--- src/hdl/shp_pkg.sv ---
`timescale 1ns / 1ps
// ----------------------------------------------------------------------------
// shp_pkg - shared types and constants for the 3x3 sharpening filter
// Sizes, register indexes, pixel and window types, struct bundles.
// ----------------------------------------------------------------------------
package shp_pkg;

   localparam int MAX_WIDTH     = 4096;
   localparam int MAX_HEIGHT    = 4096;
   localparam int COL_BITS      = $clog2(MAX_WIDTH);
   localparam int ROW_BITS      = $clog2(MAX_HEIGHT);
   localparam int SIZE_BITS     = 13;
   localparam int WGT_BITS      = 6;
   localparam int CHAN_BITS     = 8;
   localparam int PIX_BITS      = 3 * CHAN_BITS;
   localparam int CSR_ADDR_BITS = 3;
   localparam int CSR_DATA_BITS = 13;

   // result queue
   localparam int QUEUE_DEPTH = 8;
   localparam int QPTR_BITS   = $clog2(QUEUE_DEPTH);
   localparam int QCNT_BITS   = $clog2(QUEUE_DEPTH + 1);

   localparam logic [SIZE_BITS-1:0] SIZE_RESET    = 13'd1;
   localparam logic [WGT_BITS-1:0]  CENTER_RESET  = 6'd5;
   localparam logic [WGT_BITS-1:0]  EDGE_RESET    = 6'h3F;
   localparam logic [WGT_BITS-1:0]  CORNER_RESET  = 6'd0;

   typedef enum logic [CSR_ADDR_BITS-1:0] {
      CSR_IMAGE_WIDTH   = 3'd0,
      CSR_IMAGE_HEIGHT  = 3'd1,
      CSR_CENTER_WEIGHT = 3'd2,
      CSR_EDGE_WEIGHT   = 3'd3,
      CSR_CORNER_WEIGHT = 3'd4
   } csr_index_type;

   typedef enum logic {
      OP_PIXEL = 1'b0,
      OP_DRAIN = 1'b1
   } op_type;

   // pixel packed as {blue, green, red}
   typedef logic [PIX_BITS-1:0] pix_type;
   // window[row][col], row 0 on top, col 0 on the left
   typedef pix_type [2:0][2:0] win_type;

   typedef struct packed {
      pix_type older;
      pix_type newer;
   } lcol_type;

   typedef struct packed {
      logic [WGT_BITS-1:0] center_w;
      logic [WGT_BITS-1:0] edge_w;
      logic [WGT_BITS-1:0] corner_w;
   } kern_type;

   typedef struct packed {
      logic                en;
      logic                older_en;
      logic [COL_BITS-1:0] addr;
      pix_type             older;
      pix_type             newer;
   } line_wr_type;

   typedef struct packed {
      logic                 eoi;
      logic                 last;
      logic [CHAN_BITS-1:0] blue;
      logic [CHAN_BITS-1:0] green;
      logic [CHAN_BITS-1:0] red;
   } rsp_type;

   typedef struct packed {
      logic first;
      logic second;
   } push_type;

endpackage

--- src/hdl/shp_out_queue.sv ---
`timescale 1ns / 1ps
// ----------------------------------------------------------------------------
// shp_out_queue - merge of lane results into the response queue
// Takes up to two results a cycle in order, hands out one per cycle on pop.
// ----------------------------------------------------------------------------
module shp_out_queue (
   input  logic                          clock,
   input  logic                          reset,
   input  shp_pkg::push_type             push,
   input  shp_pkg::rsp_type              ent_a,
   input  shp_pkg::rsp_type              ent_b,
   input  logic                          pop,
   output shp_pkg::rsp_type              head,
   output logic                          not_empty,
   output logic [shp_pkg::QCNT_BITS-1:0] count
);

   shp_pkg::rsp_type               q_ff [shp_pkg::QUEUE_DEPTH];
   logic [shp_pkg::QPTR_BITS-1:0]  wr_ptr_ff, wr_ptr_in;
   logic [shp_pkg::QPTR_BITS-1:0]  rd_ptr_ff, rd_ptr_in;
   logic [shp_pkg::QCNT_BITS-1:0]  cnt_ff, cnt_in;
   logic [shp_pkg::QPTR_BITS-1:0]  wr_next;
   logic                           wr_one;
   logic                           wr_two;
   shp_pkg::rsp_type               first_ent;

   always_comb begin
      wr_one    = push.first | push.second;
      wr_two    = push.first & push.second;
      first_ent = push.first ? ent_a : ent_b;
      wr_next   = wr_ptr_ff + shp_pkg::QPTR_BITS'(1);
      wr_ptr_in = wr_ptr_ff + shp_pkg::QPTR_BITS'(wr_one) + shp_pkg::QPTR_BITS'(wr_two);
      rd_ptr_in = rd_ptr_ff + shp_pkg::QPTR_BITS'(pop);
      cnt_in    = cnt_ff + shp_pkg::QCNT_BITS'(wr_one) + shp_pkg::QCNT_BITS'(wr_two)
                - shp_pkg::QCNT_BITS'(pop);
   end

   always_ff @(posedge clock) begin
      if (reset) begin
         wr_ptr_ff <= '0;
         rd_ptr_ff <= '0;
         cnt_ff    <= '0;
      end else begin
         wr_ptr_ff <= wr_ptr_in;
         rd_ptr_ff <= rd_ptr_in;
         cnt_ff    <= cnt_in;
      end
   end

   always_ff @(posedge clock) begin
      if (wr_one) begin
         q_ff[wr_ptr_ff] <= first_ent;
      end
      if (wr_two) begin
         q_ff[wr_next] <= ent_b;
      end
   end

   assign head      = q_ff[rd_ptr_ff];
   assign not_empty = (cnt_ff != '0);
   assign count     = cnt_ff;

endmodule
--- config.mk ---
export PLATFORM = sky130hd
export DESIGN_NAME = shp_out_queue
export DESIGN_NICKNAME = d
export VERILOG_FILES = /design/src/hdl/shp_pkg.sv /design/src/hdl/shp_out_queue.sv
export SDC_FILE = /design/constraint.sdc
export NUM_CORES = 1
export LEC_CHECK = 0
export ABC_AREA = 1
export BUFFER_PORTS_ARGS = -buffer_cell sky130_fd_sc_hd__buf_2
export CAP_MARGIN = 5
export CORE_AREA = 2 2 167 169
export DETAILED_ROUTE_END_ITERATION = 16
export DIE_AREA = 0 0 169 171
export HOLD_SLACK_MARGIN = 0.1
export PLACE_DENSITY = 0.67
export SLEW_MARGIN = 30
export SYNTH_ARGS = -nofsm -noshare
export SYNTH_HDL_FRONTEND = slang
export SYNTH_SLANG_ARGS = --single-unit
--- constraint.sdc ---
create_clock -name clock -period 9.2 [get_ports clock]
set_input_delay 2.76 -clock clock [delete_from_list [all_inputs] [get_ports clock]]
set_output_delay 2.76 -clock clock [all_outputs]
set_load 0.05 [all_outputs]
==> results.py <==
metrics = {
    "global_route": {
        "grt_pass1_vias": 11690,
        "grt_usage_pct": 28.67,
        "grt_overflow_total": 0,
        "antenna_found_initial": 0,
        "grt_max_degree": 105,
        "grt_pass1_wl_mm": 64.86,
    },
    "worst_setup_path": {
        "slowest_delay_ns": 0.67,
        "start_kind": "input pin",
        "rr_worst_depth": 7,
        "cp.required_ns": 9.34,
        "cp_max_fo": 29,
        "critPathArrivalTime_ns": 6.00,
        "cp_slowest_cell": "o21ai_4",
        "worstSetupPathType": "input pin to flop",
        "crit_chain": "buf_2 > nand2_1 > nor2_4 > buf_16 > buf_4 > nand3_2 > o21ai_4",
        "cp-end-kind": "flop",
    },
    "die": {
        "start_util_pct": 48.97,
        "die_h_um": 171,
        "rows": 61,
        "chipWidth_um": 169,
        "die_area_um2": 28900,
        "core_area_um2": 27320,
        "ios": 88,
    },
    "power": {
        "power_density_nw_per_um2": 208.6,
        "vdd.ir_drop.worst_mv": 0.1583,
        "p_leak_nw": 7.310,
        "finalPower_mw": 3.094,
    },
    "synthesis": {
        "yosysWarnings": 0,
        "synth_nets": 1877,
        "synthAdderAreaFrac_pct": 1.103,
        "yosys.area.top_type": "edfxtp_1",
        "synth-xor-area-share_pct": 0.2618,
        "synth-simple-area-share_pct": 38.62,
        "synth_top_family_by_area": "simple AND/OR/NAND/NOR gates",
        "synth_cell_type_count": 21,
        "yosys-mux-area-fraction_pct": 0,
        "syn_inst": 1810,
        "synth.area.top_cells": "edfxtp_1 (47%), nand2_1 (24%), nand4_1 (9.7%)",
        "synth_top_area_share_pct": 46.68,
        "netlist_area_um2": 13380,
        "synth.avg_cell_area_um2": 7.393,
        "synth.ff_latch_count": 218,
        "synth_compound_gate_area_share_pct": 0.3740,
        "yosysSeqAreaShare_pct": 48.17,
    },
    "clock_tree": {
        "cts_sinks": 218,
        "clk_pin_slew_ns": 0.06,
        "clockBufferDepth": 3,
        "clk-insertion-delay-late_ns": 0.52,
        "cts_root_buf": "clkbuf_16",
        "cts_buffers": 24,
        "htreeDepth": 1,
        "cts_setup_buffers": 0,
        "cts_resized": 0,
        "cts_tree": "done",
        "hold_buffers": 0,
    },
    "place": {
        "io_buffer_count": 87,
        "place.gp.congestion": 0.8044,
        "hpwl_mm": 23.27,
    },
    "final_layout": {
        "fillers": 2546,
        "antenna_cells": 0,
        "nets": 1860,
        "drive_gt1_share_pct": 9.337,
        "syn2layout_area_growth_pct": 10.82,
        "utilization_pct": 54.27,
    },
    "timing": {
        "hold_viol": 0,
        "period_share_pct": 63.72,
        "setup-violations-final": 0,
        "relSlewSlack_pct": 36.23,
        "timing.fmax_ghz": 0.1706,
        "worstMarginPinSlew_ns": 0.9530,
        "slew_violations": 0,
        "finClkSkew_ns": 0.01111,
        "fin_hold_ws_ns": 0.6140,
        "rsz0062_at_grt": "false",
        "fin_crit_ns": 5.863,
        "finalSetupTns_ns": 0,
    },
    "routing": {
        "drc": 0,
        "avgRoutedWirePerCell_um": 19.10,
        "drtIter0Drc": 1308,
        "totalWireLength_mm": 41.18,
        "via_count": 12203,
        "via_per_inst": 5.660,
        "dr.pass1.iters": 5,
        "antenna_left": 0,
    },
    "flow_run": {
        "max-cap-violations": 0,
    },
    "min_path": {
        "whs_path_depth": 2,
        "hold_path_class": "flop to flop",
    },
    "status": {
        "status": "finished clean",
    },
}
## cells in the mapped netlist, drive strengths merged
master,count
a21oi,2
buf,91
clkbuf,63
clkinv,3
dfxtp,10
edfxtp,208
fa,3
ha,7
inv,227
nand2,848
nand3,114
nand4,208
nor2,14
o21ai,8
xnor2,4
## worst max-delay path: cells and delay by family
kind	cells	cell delay [ns]
AOI/OAI and AO/OA	1	0.67
and+or+nand+nor	3	1.39
buffers and inverters	3	1.13
## power by group
group          switching (mW)  internal (mW)
registers              0.0342           1.21
logic                   0.690          0.215
clock network           0.396          0.547
## state kept, by name (all words and copies together) (netlist names)
register   flops
wr_ptr_ff      3
count          4
rd_ptr_ff      3
q_ff         208
## logic make-up after synthesis
group / Yosys count
and+or+nand+nor: 1184
buffers and inverters: 384
DFF: 218
AOI/OAI and AO/OA: 10
adders and majority gates: 10
xor gates and xnor gates: 4
## metal layers
layer  global-route usage, %  routed length, µm  share of wire, %
met2                   48.38              19570                48
met1                   39.20              16730                41
met3                   2.984               3891               9.4
met4                   8.919                984               2.4
met5                       0                  0                 0
## per-stage QoR
| stage | worst slack, ns | cell area (µm²) | std cells |
|---|---|---|---|
| after floorplan | 3.718 | 13380 | 1810 |
| after global placement | 2.672 | 13810 | 2104 |
| after detailed placement | 2.850 | 13980 | 2110 |
| after CTS | 3.398 | 14740 | 2153 |
| after global routing | 3.211 | 14830 | 2156 |
| final | 3.337 | 14830 | 2156 |
## cell type report
cell class	instances	area [µm²]	share of cell area [%]
clock inverters	2	7.507	0.05062
clock buffers	41	747.0	5.037
multi-input cells	1208	5513	37.18
flip-flops and latches	218	6451	43.50
well taps	346	432.9	2.919
repair buffers	111	810.8	5.467
inverters	230	867.1	5.847
## cells in the final DEF, fill, tap and decap left out, types with 6 or more instances in the layout
cell type / Yosys / layout
buf_16: 0 / 9
buf_2: 54 / 87
buf_4: 7 / 11
clkbuf_1: 63 / 11
clkbuf_16: 0 / 26
dfxtp_1: 10 / 8
edfxtp_1: 208 / 208
ha_1: 7 / 6
inv_1: 224 / 224
nand2_1: 846 / 846
nand3_1: 106 / 106
nand3_2: 8 / 8
nand4_1: 208 / 208
nor2_1: 12 / 12
o21ai_4: 0 / 8
## worst paths after layout
kind,start,endpoint,slack [ns]
hold reg to reg,wr_ptr_ff[2],wr_ptr_ff[2],0.61
setup reg to reg,wr_ptr_ff[0],q_ff[0][14],5.61
setup / recovery,push[1],q_ff[1][14],3.34
hold / removal,wr_ptr_ff[2],wr_ptr_ff[2],0.61
Note: power is estimated with default switching activity, not from simulation.
