==> config.mk <==
export PLATFORM = sky130hd
export DESIGN_NAME = shp_lane
export DESIGN_NICKNAME = d
export VERILOG_FILES = /design/src/hdl/shp_pkg.sv /design/src/hdl/shp_lane.sv
export SDC_FILE = /design/constraint.sdc
export NUM_CORES = 1
export LEC_CHECK = 0
export BUFFER_PORTS_ARGS = -buffer_cell sky130_fd_sc_hd__buf_4
export CORE_ASPECT_RATIO = 0.6
export CORE_UTILIZATION = 55
export DETAILED_ROUTE_END_ITERATION = 10
export PLACE_DENSITY = 0.83
export SYNTH_ARGS = -nofsm -noshare
export SYNTH_HDL_FRONTEND = slang
export SYNTH_SLANG_ARGS = --single-unit
==> constraint.sdc <==
create_clock -name vclk -period 14.4
set_input_delay 2.88 -clock vclk [all_inputs]
set_output_delay 2.88 -clock vclk [all_outputs]
set_load 0.02 [all_outputs]
==> src/hdl/shp_pkg.sv <==
`timescale 1ns / 1ps
// ----------------------------------------------------------------------------
// shp_pkg - shared types and constants for the 3x3 sharpening filter
// Sizes, register indexes, pixel and window types, struct bundles.
// ----------------------------------------------------------------------------
package shp_pkg;

   localparam int MAX_WIDTH     = 4096;
   localparam int MAX_HEIGHT    = 4096;
   localparam int COL_BITS      = $clog2(MAX_WIDTH);
   localparam int ROW_BITS      = $clog2(MAX_HEIGHT);
   localparam int SIZE_BITS     = 13;
   localparam int WGT_BITS      = 6;
   localparam int CHAN_BITS     = 8;
   localparam int PIX_BITS      = 3 * CHAN_BITS;
   localparam int CSR_ADDR_BITS = 3;
   localparam int CSR_DATA_BITS = 13;

   // result queue
   localparam int QUEUE_DEPTH = 8;
   localparam int QPTR_BITS   = $clog2(QUEUE_DEPTH);
   localparam int QCNT_BITS   = $clog2(QUEUE_DEPTH + 1);

   localparam logic [SIZE_BITS-1:0] SIZE_RESET    = 13'd1;
   localparam logic [WGT_BITS-1:0]  CENTER_RESET  = 6'd5;
   localparam logic [WGT_BITS-1:0]  EDGE_RESET    = 6'h3F;
   localparam logic [WGT_BITS-1:0]  CORNER_RESET  = 6'd0;

   typedef enum logic [CSR_ADDR_BITS-1:0] {
      CSR_IMAGE_WIDTH   = 3'd0,
      CSR_IMAGE_HEIGHT  = 3'd1,
      CSR_CENTER_WEIGHT = 3'd2,
      CSR_EDGE_WEIGHT   = 3'd3,
      CSR_CORNER_WEIGHT = 3'd4
   } csr_index_type;

   typedef enum logic {
      OP_PIXEL = 1'b0,
      OP_DRAIN = 1'b1
   } op_type;

   // pixel packed as {blue, green, red}
   typedef logic [PIX_BITS-1:0] pix_type;
   // window[row][col], row 0 on top, col 0 on the left
   typedef pix_type [2:0][2:0] win_type;

   typedef struct packed {
      pix_type older;
      pix_type newer;
   } lcol_type;

   typedef struct packed {
      logic [WGT_BITS-1:0] center_w;
      logic [WGT_BITS-1:0] edge_w;
      logic [WGT_BITS-1:0] corner_w;
   } kern_type;

   typedef struct packed {
      logic                en;
      logic                older_en;
      logic [COL_BITS-1:0] addr;
      pix_type             older;
      pix_type             newer;
   } line_wr_type;

   typedef struct packed {
      logic                 eoi;
      logic                 last;
      logic [CHAN_BITS-1:0] blue;
      logic [CHAN_BITS-1:0] green;
      logic [CHAN_BITS-1:0] red;
   } rsp_type;

   typedef struct packed {
      logic first;
      logic second;
   } push_type;

endpackage

==> src/hdl/shp_lane.sv <==
`timescale 1ns / 1ps
// ----------------------------------------------------------------------------
// shp_lane - one color channel of one 3x3 window
// Weighted sum of center, edge and corner taps, clamped to 0..255.
// ----------------------------------------------------------------------------
module shp_lane (
   input  logic [shp_pkg::CHAN_BITS-1:0]       center,
   input  logic [3:0][shp_pkg::CHAN_BITS-1:0]  edges,
   input  logic [3:0][shp_pkg::CHAN_BITS-1:0]  corners,
   input  shp_pkg::kern_type                   kern,
   output logic [shp_pkg::CHAN_BITS-1:0]       result
);

   logic [9:0]         edge_sum;
   logic [9:0]         corner_sum;
   logic signed [18:0] prod_c;
   logic signed [18:0] prod_e;
   logic signed [18:0] prod_k;
   logic signed [18:0] total;

   always_comb begin
      edge_sum   = 10'(edges[0]) + 10'(edges[1]) + 10'(edges[2]) + 10'(edges[3]);
      corner_sum = 10'(corners[0]) + 10'(corners[1]) + 10'(corners[2])
                 + 10'(corners[3]);
      prod_c = $signed(kern.center_w) * $signed({1'b0, center});
      prod_e = $signed(kern.edge_w) * $signed({1'b0, edge_sum});
      prod_k = $signed(kern.corner_w) * $signed({1'b0, corner_sum});
      total  = prod_c + prod_e + prod_k;
      if (total < 19'sd0) begin
         result = '0;
      end else if (total > 19'sd255) begin
         result = '1;
      end else begin
         result = total[shp_pkg::CHAN_BITS-1:0];
      end
   end

endmodule

==> results of run 1 <==
-- Yosys cell counts, types with 3 or more instances --
library cell	instances
o21a_1	7
nand2_1	64
nand2b_1	15
inv_1	256
nand3_1	3
o2111ai_1	3
nor2_1	33
a21o_1	7
o21ai_0	7
a211oi_1	4
a21oi_1	22
clkbuf_1	7
o211ai_1	5
nor3_1	11
xor2_1	4
xnor2_1	16
nor2b_1	5
fa_1	175
ha_1	101
and2_1	86
-- layer usage --
| layer | track usage (%) | wire length [µm] |
|---|---|---|
| met4 | 0.413 | 0 |
| met5 | 0 | 0 |
| met3 | 4.20 | 1460 |
| met1 | 38.1 | 7850 |
| met2 | 36.7 | 7250 |
-- area by class of cell --
cell class         count  area share, %
well taps            192           2.72
inverters            257           10.9
repair buffers       109           9.30
multi-input cells    602           77.1
-- repair_timing --
item                                   in CTS  in global routing
gates resized for setup                     0                 24
setup endpoints to repair                   0                  8
buffers inserted                            0                  3
endpoints found under the hold margin       0                  0
-- critical path: cells and delay by family --
kind / cells / cell delay, ns
AO/OA/AOI/OAI: 7 / 1.54
XOR/XNOR: 1 / 0.30
adder cells (fa/ha/maj): 11 / 4.97
buffers and inverters: 6 / 0.57
AND/OR/NAND/NOR: 6 / 0.94
-- worst min path at each step --
| stage | depth (start not counted) | slack (ns) | start | to |
|---|---|---|---|---|
| final | 6 | 6.48 | center[0] | result[0] |
| after global routing | 6 | 6.55 | center[0] | result[0] |
| after CTS | 6 | 6.49 | center[0] | result[0] |
| after detailed placement | 6 | 6.48 | center[0] | result[0] |
| after global placement | 6 | 6.46 | center[0] | result[0] |
| after floorplan | 4 | 6.39 | kern[12] | result[0] |
-- kinds of logic after synthesis --
family	share of synthesized area (%)
AO/OA/AOI/OAI	7.08
AND/OR/NAND/NOR	15.4
adder cells (fa/ha/maj)	61.9
XOR/XNOR	2.27
multiplexers	0.260
buffers and inverters	13.1
-- cell usage in the layout (no fill, tap or decap), drive strengths merged, types with 2 or more instances in the layout --
cell type  instances
a211oi             4
a21o               8
a21oi             22
a31oi              2
and2              86
buf              109
fa               175
ha               101
inv              257
mux2i              2
nand2             64
nand2b            15
nand3              3
nand3b             2
nand4              2
nor2              34
nor2b              5
nor3              11
o2111ai            3
o211ai             5
o21a               7
o21ai              7
o31a               2
o31ai              2
o41a               2
o41ai              2
xnor2             16
xor2               4
-- per-stage QoR --
step | worst slack (ns) | hold WS, ns | setup TNS (ns)
4_1_cts | 0.121 | 6.49 | 0
5_1_grt | -0.0399 | 6.55 | -0.182
3_5_place_dp | 0.137 | 6.48 | 0
3_3_place_gp | 0.313 | 6.46 | 0
2_1_floorplan | 0.844 | 6.39 | 0
6_report | 0.310 | 6.48 | 0
==> summary.txt, run 1 <==
Status
  – Status: completed

STA
  – Setup violators final: 0
  – Slew Viols, Final: 0
  – Final-report hold violation count: 0
  – Final Cycle Share: 97.8%
  – Fin crit period: 14.09 ns
  – Slew margin rel.: 58.7%
  – Max Freq: 0.0710 GHz
  – Slew @ Worst Pin: 0.613 ns

Placed design
  – Gpl congestion: 0.904
  – Placed Area: 8700 µm²
  – Detail Placement HPWL: 15000 µm
  – I/O Buffers: 98
  – Placed Instances: 1157

Route
  – Vias per cell: 5.10
  – Vias post-DR: 5911
  – Post-route ant nets: 0
  – DRT Wirelength: 16600 µm
  – Residual DRC: 0
  – Avg WL per Cell: 14.3 µm
  – Initial DRC count: 278
  – DR pass1 iterations: 5

Global routing
  – Gr ovfl total: 0
  – Vias in the first global route: 5913
  – Initial antenna violation count: 0
  – Largest net degree at the start of global routing: 12
  – Gr usage total: 24.2%
  – First-pass GRT wire length: 28100 µm

Critical path
  – CP max stage delay: 0.57 ns
  – Most frequent CP cell: fa_1
  – Crit path to: result[3]
  – Critical Path RT: 11.52 ns
  – CP Class: in2out
  – Worst setup EP type: output port
  – Slowest-stage cell, CP: fa_1
  – CP Max Fanout: 8
  – CP Launch Type: primary input
  – Launch point of the worst path: corners[2]
  – CP arrival: 11.21 ns

Cells and area
  – Multi-input logic area: 6810 µm²
  – Clkbuf count: 0
  – Layout net count: 1336
  – Non-filler cells, final: 1160
  – Fill cells: 1147
  – Seq cells: 0
  – Final core utilization: 64.7%
  – Share of cells above drive strength 1: 14.2%
  – Synth-to-layout area growth: 14.8%
  – ANT cells: 0
  – Register Area: 0 µm²
  – Final Cell Area: 8840 µm²

Floorplan
  – # rows: 33
  – DIE AREA: 14500 µm²
  – Die height: 93.7 µm
  – Starting Density: 56.4%
  – I/O pin count: 98
  – Die Width: 155 µm
  – Placeable Area: 13700 µm²

Logic synthesis
  – Syn Area/Cell: 8.87 µm²
  – Yosys Warn Count: 0
  – Synth area leaders: fa_1 (45%), ha_1 (16%), inv_1 (12%), and2_1 (7.0%), nand2_1 (3.1%)
  – Syn Nets: 1234
  – Yosys top cell area share: 45.5%
  – Cell variety after synth: 50
  – Mapped cell area: 7700 µm²
  – Synth Instances: 868
  – Seq/Total Area, Yosys: 0%
  – Dominant cell type by area after synthesis: fa_1

Clocking
  – Hold buffers post-CTS: 0

Hold path
  – HP Class: in2out

Run
  – # Max-Cap Violations: 0
Power of run 1 is not shown: default switching activity piles up to over one toggle a cycle in this logic, so the estimate is an artifact.
==> run 2: changes to the inputs <==
--- a/config.mk
+++ b/config.mk
@@ -10,6 +10,7 @@
 export CORE_UTILIZATION = 55
 export DETAILED_ROUTE_END_ITERATION = 10
 export PLACE_DENSITY = 0.83
+export RECOVER_POWER = 50
 export SYNTH_ARGS = -nofsm -noshare
 export SYNTH_HDL_FRONTEND = slang
 export SYNTH_SLANG_ARGS = --single-unit
==> summary.txt, run 2 (synthesis gave the netlist of run 1 again) <==
Critical path
  – CP Max Fanout: 8
  – CP Class: in2out
  – Worst setup EP type: output port
  – CP Launch Type: primary input
  – Most frequent CP cell: fa_1
  – Slowest-stage cell, CP: fa_1
  – CP max stage delay: 0.57 ns
  – CP arrival: 11.21 ns
  – Critical Path RT: 11.52 ns

STA
  – Slew margin rel.: 58.7%
  – Setup TNS: 0 ns
  – Slew @ Worst Pin: 0.613 ns
  – Max Freq: 0.0710 GHz
  – Final Cycle Share: 97.8%
  – Slew Viols, Final: 0
  – Final-report hold violation count: 0
  – Fin crit period: 14.09 ns
  – Setup violators final: 0

Route
  – DRT Wirelength: 16600 µm
  – Avg WL per Cell: 14.3 µm
  – Post-route ant nets: 0
  – Residual DRC: 0
  – DR pass1 iterations: 5
  – Vias post-DR: 5911
  – Initial DRC count: 278
  – Vias per cell: 5.10

Placed design
  – Gpl congestion: 0.904
  – I/O Buffers: 98
  – Detail Placement HPWL: 15000 µm

Hold path
  – HP Class: in2out
  – Hold path depth: 6

Cells and area
  – Seq cells: 0
  – Synth-to-layout area growth: 14.7%
  – Layout net count: 1336
  – Most common cell after layout, fill and taps aside: inv_1
  – Commonest cells after routing, fill and taps aside: inv_1 (256), fa_1 (175), buf_4 (107), ha_1 (98), and2_1 (86)
  – Clkbuf count: 0
  – Share of cells above drive strength 1: 14.2%
  – Register Area: 0 µm²
  – ANT cells: 0

Floorplan
  – I/O pin count: 98
  – Die height: 93.7 µm
  – Placeable Area: 13700 µm²
  – Starting Density: 56.4%
  – DIE AREA: 14500 µm²
  – # rows: 33
  – Die Width: 155 µm

Status
  – Status: completed

Clocking
  – Hold buffers post-CTS: 0

Global routing
  – First-pass GRT wire length: 28100 µm
  – Vias in the first global route: 5913
  – Initial antenna violation count: 0
  – Largest net degree at the start of global routing: 12
  – Gr ovfl total: 0
  – Gr usage total: 24.2%

Run
  – # Max-Cap Violations: 0
run 2: cell count changes in the layout (fill, tap and decap cells not counted), sizes merged:
cell | before | now
buf | 109 | 108
clkbuf | 0 | 1
run 2: layer usage:
layer,global-route usage (%),vias up,part of all wire [%]
met4,0.413,0,0
met2,36.7,196,44
met3,4.20,0,8.8
met5,0,-,0
li1,-,2798,-
met1,38.1,2917,47
run 2: area by class of cell:
type,instances,area [µm²]
inverter,257,965
fill,1147,4830
timing repair buffer,109,820
tap,192,240
multi-input combinational,602,6810
run 2: through the flow:
| stage | instance area, µm² | hold WS, ns | worst slack [ns] | cells | util [%] |
|---|---|---|---|---|---|
| 6_report | 8840 | 6.48 | 0.310 | 1160 | 64.7 |
| 2_1_floorplan | 7700 | 6.39 | 0.844 | 868 | - |
| 4_1_cts | 8700 | 6.49 | 0.121 | 1157 | 63.6 |
| 3_5_place_dp | 8700 | 6.48 | 0.137 | 1157 | 63.6 |
| 5_1_grt | 8840 | 6.55 | -0.0399 | 1160 | 64.7 |
| 3_3_place_gp | 8700 | 6.46 | 0.313 | 1157 | 63.6 |
run 2: worst max-delay path: cells and delay by family:
| family | cells | cell delay (ns) |
|---|---|---|
| xor gates and xnor gates | 1 | 0.30 |
| buffers and inverters | 6 | 0.57 |
| and+or+nand+nor | 6 | 0.94 |
| adders and majority gates | 11 | 4.97 |
| AOI/OAI and AO/OA | 7 | 1.54 |
run 2: repair_timing:
action,in CTS,in global routing
gates resized for setup,0,24
setup buffers,0,3
endpoints found under the setup margin,0,8
run 2: worst paths after layout:
check | start | to | slack, ns
worst max-delay path | corners[2] | result[3] | 0.31
worst min-delay path | center[0] | result[0] | 6.48
Power of run 2 is left out for the same reason.
